File: config.mk
export PLATFORM = sky130hd
export DESIGN_NAME = pwmsd_cell
export DESIGN_NICKNAME = d
export VERILOG_FILES = /design/src/rtl/point_window_merge_sort_decimate_assert.svh /design/src/rtl/pwmsd_pkg.sv /design/src/rtl/pwmsd_cell.sv
export SDC_FILE = /design/constraint.sdc
export NUM_CORES = 1
export LEC_CHECK = 0
export BUFFER_PORTS_ARGS = -buffer_cell sky130_fd_sc_hd__buf_2
export CORE_AREA = 2 2 299 301
export CTS_BUF_LIST = sky130_fd_sc_hd__clkbuf_4 sky130_fd_sc_hd__clkbuf_8
export DETAILED_ROUTE_END_ITERATION = 10
export DIE_AREA = 0 0 301 303
export PLACE_DENSITY = 0.31
export SLEW_MARGIN = 20
export SYNTH_ARGS = -nofsm -noshare
export SYNTH_HDL_FRONTEND = slang
export SYNTH_SLANG_ARGS = --single-unit
File: constraint.sdc
create_clock -name clk_i -period 24.1 [get_ports clk_i]
set_input_delay 1.205 -clock clk_i [delete_from_list [all_inputs] [get_ports clk_i]]
set_output_delay 1.205 -clock clk_i [all_outputs]
set_load 0.01 [all_outputs]
File: src/rtl/point_window_merge_sort_decimate_assert.svh
// ----------------------------------------------------------------------------
// Point window merge sort decimate assertion macros
// Concurrent assertion helpers clocked on clk_i, disabled during reset.
// ----------------------------------------------------------------------------
`ifndef POINT_WINDOW_MERGE_SORT_DECIMATE_ASSERT_SVH
`define POINT_WINDOW_MERGE_SORT_DECIMATE_ASSERT_SVH

// same-cycle implication
`define PWMSD_ASSERT_IMP(label, ante, cons) \
  label: assert property (@(posedge clk_i) disable iff (!rst_ni) (ante) |-> (cons)) \
    else $error("assertion failed");

// next-cycle implication
`define PWMSD_ASSERT_NXT(label, ante, cons) \
  label: assert property (@(posedge clk_i) disable iff (!rst_ni) (ante) |=> (cons)) \
    else $error("assertion failed");

`endif

File: src/rtl/pwmsd_pkg.sv
// ----------------------------------------------------------------------------
// Point window merge sort decimate package
// Word types, cell entry and control types, codes and field widths.
// ----------------------------------------------------------------------------
package pwmsd_pkg;

  localparam int unsigned TIME_W = 64;
  localparam int unsigned OFFS_W = 32;
  localparam int unsigned DATA_W = 64;
  localparam int unsigned CAP_W  = 7;

  localparam logic FUNC_ADD   = 1'b0;
  localparam logic FUNC_FLUSH = 1'b1;

  typedef struct packed {
    logic              func;
    logic [TIME_W-1:0] scan_base_time;
    logic [OFFS_W-1:0] point_offset;
    logic [DATA_W-1:0] payload_low;
    logic [DATA_W-1:0] payload_high;
  } in_word_t;

  typedef struct packed {
    logic [TIME_W-1:0] merged_base_time;
    logic [OFFS_W-1:0] merged_offset;
    logic [DATA_W-1:0] out_payload_low;
    logic [DATA_W-1:0] out_payload_high;
    logic [CAP_W-1:0]  emitted_count;
    logic              last_point;
    logic              dropped_flag;
  } out_word_t;

  typedef struct packed {
    logic [TIME_W-1:0] abs_time;
    logic [DATA_W-1:0] pay_lo;
    logic [DATA_W-1:0] pay_hi;
  } entry_t;

  typedef struct packed {
    logic ins;
    logic shift;
  } cell_ctl_t;

  typedef enum logic [1:0] {
    ST_IDLE  = 2'b01,
    ST_DRAIN = 2'b10
  } state_e;

endpackage

File: src/rtl/pwmsd_cell.sv
// ----------------------------------------------------------------------------
// Sort chain cell
// Holds one entry; inserts, shifts right on insert, shifts left on drain.
// ----------------------------------------------------------------------------
module pwmsd_cell (
  input  logic                             clk_i,
  input  pwmsd_pkg::cell_ctl_t             ctl_i,
  input  logic                             valid_i,
  input  pwmsd_pkg::entry_t                new_i,
  input  pwmsd_pkg::entry_t                left_i,
  input  logic                             left_gt_i,
  input  pwmsd_pkg::entry_t                right_i,
  output pwmsd_pkg::entry_t                entry_o,
  output logic                             gt_o
);
  import pwmsd_pkg::*;

  entry_t entry_q, entry_d;

  assign gt_o    = !valid_i || (entry_q.abs_time > new_i.abs_time);
  assign entry_o = entry_q;

  always_comb begin
    entry_d = entry_q;
    if (ctl_i.shift) begin
      entry_d = right_i;
    end else if (ctl_i.ins && gt_o) begin
      entry_d = left_gt_i ? left_i : new_i;
    end
  end

  always_ff @(posedge clk_i) begin
    entry_q <= entry_d;
  end

endmodule

# Word level (Yosys, flattened, before mapping)

Index checks and enable logic that the tools add are counted.
Widths: inputs -> output; s select.

Logic and storage cells: 11
Bits of input ports: 581
Register bits: 192
Output and inout port bits: 193

$lt $le $gt $ge: 1
Reduce and logical (&&, ||, !) cells: 4
Mux-type cells: 3

Operators with widths:

| kind              | count |
|---|---|
| $mux 192          | 3 |
| $gt 64x64->1      | 1 |
| $reduce_bool 2->1 | 1 |
| $logic_and 1x1->1 | 1 |
| $logic_not 1->1   | 1 |
| $logic_or 1x1->1  | 1 |

# Longest topological paths before layout

Gate-level depths: netlist of the first run.

Word-level depth: 5
Depth in mapped cells: 9

# Worst setup path after synthesis of the first run

No wires, ideal clock.

Kind: input -> register
Start: input new_i[142] (netlist name)
End: register entry_q, in the netlist entry_o[0], enable pin
Setup slack: 12.436 ns
Arrival: 10.895 ns
Data required time: 23.331 ns
Stages on the path: 9
Setup time: 0.769 ns
Path through: inv_1 > ha_1 > nand4_2 > or3_1 > a21oi_2 > nor4b_1 > o211ai_2 > a211oi_2 > o21ai_1

Word-level cells in the longest chain between the ends: 4

Ends and longest elaborated chain:

| what                               | RTL line         | RTL |
|---|---|---|
| start, declared                    | pwmsd_cell.sv:9  | `input pwmsd_pkg::entry_t new_i,` |
| $gt 64x64->1                       | pwmsd_cell.sv:20 | `assign gt_o = !valid_i \|\| (entry_q.abs_time > new_i.abs_time);` |
| $logic_or 1x1->1                   | pwmsd_cell.sv:20 |  |
| $logic_and 1x1->1                  | pwmsd_cell.sv:27 | `end else if (ctl_i.ins && gt_o) begin` |
| $reduce_bool 2->1 (no source line) | n/a              |  |
| end signal, assigned               | pwmsd_cell.sv:33 | `entry_q <= entry_d;` |
| end, declared                      | pwmsd_cell.sv:18 | `entry_t entry_q, entry_d;` |

No other way between the ends.
A chain may end at the register's enable or synchronous reset.

# Worst setup path in the final report of the first run

Start: input new_i[133] (netlist name)
End: output gt_o

Word-level cells in the longest chain between the ends: 2

Ends and longest elaborated chain:

| what             | RTL line         | RTL |
|---|---|---|
| $gt 64x64->1     | pwmsd_cell.sv:20 |  |
| $logic_or 1x1->1 | pwmsd_cell.sv:20 |  |
| end, declared    | pwmsd_cell.sv:14 | `output logic gt_o` |

No other way between the ends.

==> results of run 1 <==
layer usage:
metal	wire, microns	GRT usage
met5	130	0
met1	22080	0.1299
met2	28660	0.2129
met4	2032	0.05295
met3	5866	0.05342
cells by family (layout without fill, tap and decap cells):
kind of cell / count (synthesis) / count (layout) / share of synthesized area
AO/OA/AOI/OAI: 243 / 243 / 0.1144
adder cells (fa/ha/maj): 64 / 64 / 0.07073
buffers and inverters: 131 / 878 / 0.04664
flip-flops: 192 / 192 / 0.5093
multiplexers: 192 / 192 / 0.1698
other: 0 / 7 / 0
AND/OR/NAND/NOR: 244 / 244 / 0.08919
stage by stage:
step                      utilization  power (mW)  area, sq um  hold slack [ns]  worst slack (ns)
after CTS                      0.1920      0.9422        16890           0.7905             18.92
final                          0.1922      0.9144        16910           0.9037             19.06
after global placement         0.1874      0.6906        16480            1.483             18.42
after detailed placement       0.1874      0.6895        16490            1.492             18.34
after global routing           0.1921      0.9716        16900           0.8495             18.87
after floorplan                     -      0.5551        11320            1.396             12.44
layout make-up:
cell class	instances	area, sq um
diodes	7	17.52
flip-flops and latches	192	5766
clock buffers	17	234.0
multi-input cells	743	5042
well taps	1165	1458
repair buffers	781	3974
clock inverters	14	168.9
inverters	66	247.7
fillers	9940	71060
where the power goes:
| part | internal, mW | total, mW | switching, mW |
|---|---|---|---|
| Clock | 0.0872 | 0.240 | 0.152 |
| Combinational | 0.101 | 0.243 | 0.142 |
| Sequential | 0.416 | 0.432 | 0.0154 |
| Total | 0.605 | 0.914 | 0.310 |
layout by cell type (no fill, tap or decap), types with 2 or more instances in the layout:
master,Yosys,routed
clkinv_8,0,2
clkbuf_8,0,17
nor4_1,2,2
edfxtp_1,192,192
o21ai_1,73,72
buf_8,1,2
nand2_1,201,201
buf_12,0,2
nand3_1,11,11
a2111oi_2,2,2
o21ai_0,124,124
diode_2,0,7
nor2b_1,2,2
buf_4,0,6
inv_8,0,5
inv_1,66,66
a211oi_1,3,3
nor2_1,4,4
a21oi_2,2,2
a21o_1,8,8
inv_6,0,3
ha_1,64,64
clkinvlp_4,0,2
nor3_1,3,3
nand4_1,16,16
mux2i_1,192,191
buf_2,20,771
a21oi_1,26,26
worst register-to-register path, cell delays in order, from the launching register on:
cell and delay [ns]:
edfxtp_1 0.42, ha_1 0.33, nand4_1 0.26, nor4_1 0.56, nand3_1 0.16, o211ai_2 0.18, a211oi_2 0.08, o21ai_4 0.73
buf_4 0.74, buf_4 0.82
worst max-delay path by stage:
stage	depth (start not counted)	end	slack, ns
floorplan	9	entry_o[0]$_DFFE_PP_	12.44
global placement	11	entry_o[35]$_DFFE_PP_	18.42
detailed placement	11	entry_o[35]$_DFFE_PP_	18.34
CTS	11	gt_o	18.92
global route	12	entry_o[121]$_DFFE_PP_	18.87
finish	11	gt_o	19.06
==> results.txt, run 1 <==
Outcome -> complete, no violations
Synth warnings -> 0
Placed cells -> 2947
Residual DRC -> 0
End of the worst hold path -> entry_o[96]$_DFFE_PP_
Mapped cell area -> 11320 sq um
EDFF count, synth -> 192
RSZ-0062 raised after global routing -> no
H-tree depth -> 4
Die area -> 91200 sq um
Port buffer count -> 773
Post-Route WL -> 58780 microns
Pwr dens -> 54.08 nW/um^2
Routability cong. -> 0.8377
Synth area leader -> edfxtp_1
Setup tns final -> 0 ns
Clock Tree Root -> clkbuf_8
HP Class -> input port to flip-flop
Clk pin slew, worst setup/hold paths -> 0.13 ns
Die Height -> 303 microns
Synth top area cells -> edfxtp_1 51%, mux2i_1 17%, ha_1 7.1%
Hold depth -> 3
Clk buf depth -> 2
Max FFs per register -> 192
Worst path slowest cell -> nor4b_1
Max Clk Rate -> 198.5 MHz
Critical path origin -> new_i[133]
Fin crit share -> 0.2090
Post-synth top flop -> edfxtp_1
Worst path max stage delay -> 0.88 ns
Final Setup Violations -> 0
GRT Total Usage -> 0.1230
Avg Inst Size Synth -> 10.62 sq um
Nets@finish -> 2446
CP required -> 22.89 ns
CTS Buf Count -> 17
Cell mode on critical path -> buf_2
TritonCTS Sinks -> 192
Seq/Total Area, Yosys -> 0.5093
Cells after synthesis -> 1066
Initial Util -> 0.1287
Worst clock skew -> 0.03195 ns
Cts repair resizes -> 0
Period minus WS final -> 5.037 ns
Buf/Inv on CP -> 3
Reg2reg path depth -> 9
Leak Pwr -> 8.162 nW
DRT Pass-1 Iters -> 5
Crit path kind -> input port to output port
Layout cells sized above 1 -> 0.4539
Post-synth ARST share -> 0
Max cap viols -> 0
Routed via count -> 11020
Worst R2R Setup Slack -> 19.43 ns
Top-count cell post-synth -> nand2_1
Crit path cell chain -> buf_2, inv_1, ha_1, a21o_1, nand3_1, a211oi_1, nor4b_1, o211ai_2, a211oi_2, o21ai_1, buf_2
Synth top area share -> 0.5093
DRT antenna net count -> 0
Clk_lat worst skew -> 0.58 ns
Initial antenna violation count -> 38
Vias per cell -> 3.693
Synth Net Count -> 1711
Max-slew headroom -> 0.2842
CTS tree -> yes
Area Overhead vs Synth -> 49.35%
Pin count of the biggest net entering global routing -> 167
Initial DRC Count -> 638
Number of core rows -> 109
CP endpoint kind -> output port
Postcts setup bufs -> 0
Yosys cell types -> 32
First-pass GRT wire length -> 79720 microns
Non-Filler Instances -> 2985
Core Region -> 87970 sq um
Worst hold path startpoint -> right_i[96]
Wire per inst -> 19.69 microns
#FFs+latches synth -> 192
Max VDD drop -> 38.47 uV
Vias in the first global route -> 11430
# IOs -> 774
Post-synth top cells -> 201 x nand2_1, 192 x edfxtp_1, 192 x mux2i_1, 124 x o21ai_0, 73 x o21ai_1
FF-to-FF End -> entry_o[121]$_DFFE_PP_
CP top delay family -> simple AND/OR/NAND/NOR gates
Startpoint Class -> input port
Worst Tran Pin Value -> 1.044 ns
Worst EP arrival -> 3.83 ns
DP HPWL -> 49350 microns
Die W -> 301 microns
Congestion Overflow GR -> 0
Hold-fix buffers at CTS -> 0
Final hold viol count -> 0
Reg2reg start -> entry_o[151]$_DFFE_PP_
Final-report max-slew violation count -> 0
Critical Path Fanout Max -> 2
No activity file was read; power rests on OpenSTA's default activity.
==> run 2: changes to the inputs <==
- CORE_AREA: 2 2 299 301 -> 2 2 302 304
- DIE_AREA: 0 0 301 303 -> 0 0 304 306
- clock period: 24.1 -> 4.2 ns (I/O delays scaled with it)
==> run 2 against run 1 <==
Against the previous run: clock skew grew 0.019 ns; core utilization grew 3.5 points; cell count grew 12%; critical endpoint is now entry_o[62]$_DFFE_PP_; worst hold slack lost 0.84 ns; highest routed layer unchanged; sequential power grew to 5.7 times the previous value; global-route usage grew 0.73 points; sequential share of layout area shrank 5.8 points.
==> results.txt, run 2 (synthesized netlist as in run 1, its figures left out) <==
Clock Tree Root -> clkbuf_8
Worst Tran Pin Value -> 1.038 ns (-0.005884 ns)
Clk buf depth -> 2 (unchanged)
TritonCTS Sinks -> 192 (unchanged)
Final-report max-slew violation count -> 0 (unchanged)
Port buffer count -> 773 (unchanged)
Period minus WS final -> 3.290 ns
Residual DRC -> 0 (unchanged)
Met3 Use GR -> 0.05481 (+0.001395)
Number of core rows -> 110 (+0.92%)
Wire per inst -> 18.65 microns (-5.3%)
Nets@finish -> 2780 (+14%)
End of the worst hold path -> entry_o[17]$_DFFE_PP_
Vias per cell -> 3.700 (+0.18%)
Worst hold path startpoint -> new_i[17]
Clk_lat worst skew -> 0.58 ns (about the same)
Cts repair resizes -> 0 (unchanged)
Postcts setup bufs -> 0 (unchanged)
Worst path max stage delay -> 0.46 ns (-0.42 ns)
Max Clk Rate -> 304.0 MHz
GRT Total Usage -> 0.1303 (+0.007297)
Outcome -> complete, no violations
Reg2reg path depth -> 9 (unchanged)
Die area -> 93020 sq um (+2.0%)
DRT antenna net count -> 0 (unchanged)
Max-slew headroom -> 0.2882 (+0.004035)
Post-Route WL -> 62320 microns (+6.0%)
Die Height -> 306 microns (+0.99%)
Final Setup Violations -> 0 (unchanged)
H-tree depth -> 4 (unchanged)
# IOs -> 774 (unchanged)
Leak Pwr -> 9.642 nW (+18%)
Buf/Inv on CP -> 1 (-2)
RSZ-0062 raised after global routing -> no
Crit path cell chain -> ha_1, nand4_1, nor3_1, and2_2, nand3_1, o211ai_2, a211oi_2, o21ai_4, buf_12
Worst path slowest cell -> o21ai_4
Die W -> 304 microns (+1.0%)
Hold depth -> 3 (unchanged)
Initial antenna violation count -> 34 (-11%)
Global route hottest layer -> met2
FF-to-FF End -> entry_o[62]$_DFFE_PP_
Clk pin slew, worst setup/hold paths -> 0.13 ns (about the same)
Met2 usage -> 0.2311 (+0.01815)
Worst EP arrival -> 3.49 ns (-0.34 ns)
Placed cells -> 2973 (+0.88%)
Pin count of the biggest net entering global routing -> 112 (-33%)
Initial DRC Count -> 745 (+17%)
Initial Util -> 0.1264 (-0.002345)
Area Overhead vs Synth -> 79.75%
Non-Filler Instances -> 3341 (+12%)
HP Class -> input port to flip-flop
Routed via count -> 12360 (+12%)
Max cap viols -> 0 (unchanged)
Pwr dens -> 276.0 nW/um^2 (+410%)
Fill count -> 9987 (+0.47%)
Final core occ -> 0.2271 (+0.03491)
Setup Slack @ Placement -> 0.7319 ns (-17.61 ns)
First-pass GRT wire length -> 88080 microns (+10%)
Vias in the first global route -> 13220 (+16%)
CP top delay family -> simple AND/OR/NAND/NOR gates
DP HPWL -> 51190 microns (+3.7%)
Most common cell after layout, fill and taps aside -> buf_2
Final hold viol count -> 0 (unchanged)
CTS tree -> yes
Max VDD drop -> 196.3 uV (+410%)
Layout cells sized above 1 -> 0.3915 (-0.06242)
Fin crit share -> 0.7833
CTS Buf Count -> 17 (unchanged)
Most frequent cells in the layout -> 771 x buf_2, 319 x dlygate4sd3_1, 201 x nand2_1
Reg2reg start -> entry_o[175]$_DFFE_PP_
Crit path kind -> flip-flop to flip-flop
Core Region -> 89600 sq um (+1.9%)
Worst R2R Setup Slack -> 0.91 ns (-18.52 ns)
Setup slack after layout -> 0.9101 ns (-18.15 ns)
GR Util met1 -> 0.1389 (+0.008955)
Hold-fix buffers at CTS -> 319 (+319)
Startpoint Class -> flip-flop
CP required -> 4.40 ns (-18.49 ns)
Critical Path Fanout Max -> 76 (+74)
Max FFs per register -> 192 (unchanged)
Congestion Overflow GR -> 0 (unchanged)
Routability cong. -> 0.8586 (+2.5%)
Worst clock skew -> 0.05088 ns (+0.01893 ns)
DRT Pass-1 Iters -> 5 (unchanged)
CP endpoint kind -> flip-flop
## run 2: cell count changes in the layout (fill, tap and decap cells not counted), moves of 2 or more
cell / change
inv_12: +3
inv_8: -2
buf_4: +12
ha_4: +3
diode_2: +10
clkinvlp_4: -2
clkinv_8: +3
ha_1: -3
buf_12: +3
dlygate4sd3_1: +319
## run 2: worst reg2reg max path, delay by kind of cell, from the launching register on
kind	cells	cell delay, ns
flops	1	0.41
simple gates	4	0.91
fa+ha+maj	1	0.34
compound gates	3	0.74
buf+inv	1	0.37
## run 2: layout make-up
type / instances / area, sq um / area share
Timing Repair Buffer: 1115 / 7317 / 0.3596
Sequential cell: 192 / 5766 / 0.2833
Multi-Input combinational cell: 743 / 5076 / 0.2494
Tap cell: 1176 / 1471 / 0.07231
Inverter: 66 / 247.7 / 0.01217
Clock buffer: 17 / 234.0 / 0.01150
Clock inverter: 15 / 195.2 / 0.009592
Antenna cell: 17 / 42.54 / 0.002091
## run 2: how the worst max path moves through the flow
stage / start / end / slack, ns / cells past startpoint
6_report: entry_o[175]$_DFFE_PP_ / entry_o[62]$_DFFE_PP_ / 0.91 / 9
5_1_grt: entry_o[175]$_DFFE_PP_ / entry_o[62]$_DFFE_PP_ / 0.63 / 9
4_1_cts: entry_o[175]$_DFFE_PP_ / entry_o[69]$_DFFE_PP_ / 0.70 / 9
3_5_place_dp: entry_o[175]$_DFFE_PP_ / entry_o[26]$_DFFE_PP_ / 0.73 / 9
3_3_place_gp: entry_o[175]$_DFFE_PP_ / entry_o[113]$_DFFE_PP_ / 0.80 / 9
2_1_floorplan: entry_o[139]$_DFFE_PP_ / entry_o[0]$_DFFE_PP_ / -0.96 / 8
## run 2: routing by layer
layer | routed length (microns) | vias up
li1 | - | 6027
met1 | 23500 | 5717
met2 | 31780 | 533
met3 | 5792 | 66
met4 | 1142 | 18
met5 | 105 | -
## run 2: report_power, final
part | internal (mW) | switching (mW)
clock | 0.471 | 0.931
combinational | 0.848 | 0.896
sequential | 2.39 | 0.0822
## run 2: per-stage QoR
stage,setup TNS (ns),power (mW),cell area [sq um],hold slack (ns)
final,0,5.616,20350,0.06588
after global routing,0,5.971,20330,0.01087
after CTS,0,5.764,20310,0.0007442
after detailed placement,0,3.993,16680,0.4951
after global placement,0,3.992,16680,0.4930
after floorplan,-184.46,3.155,11370,0.4012
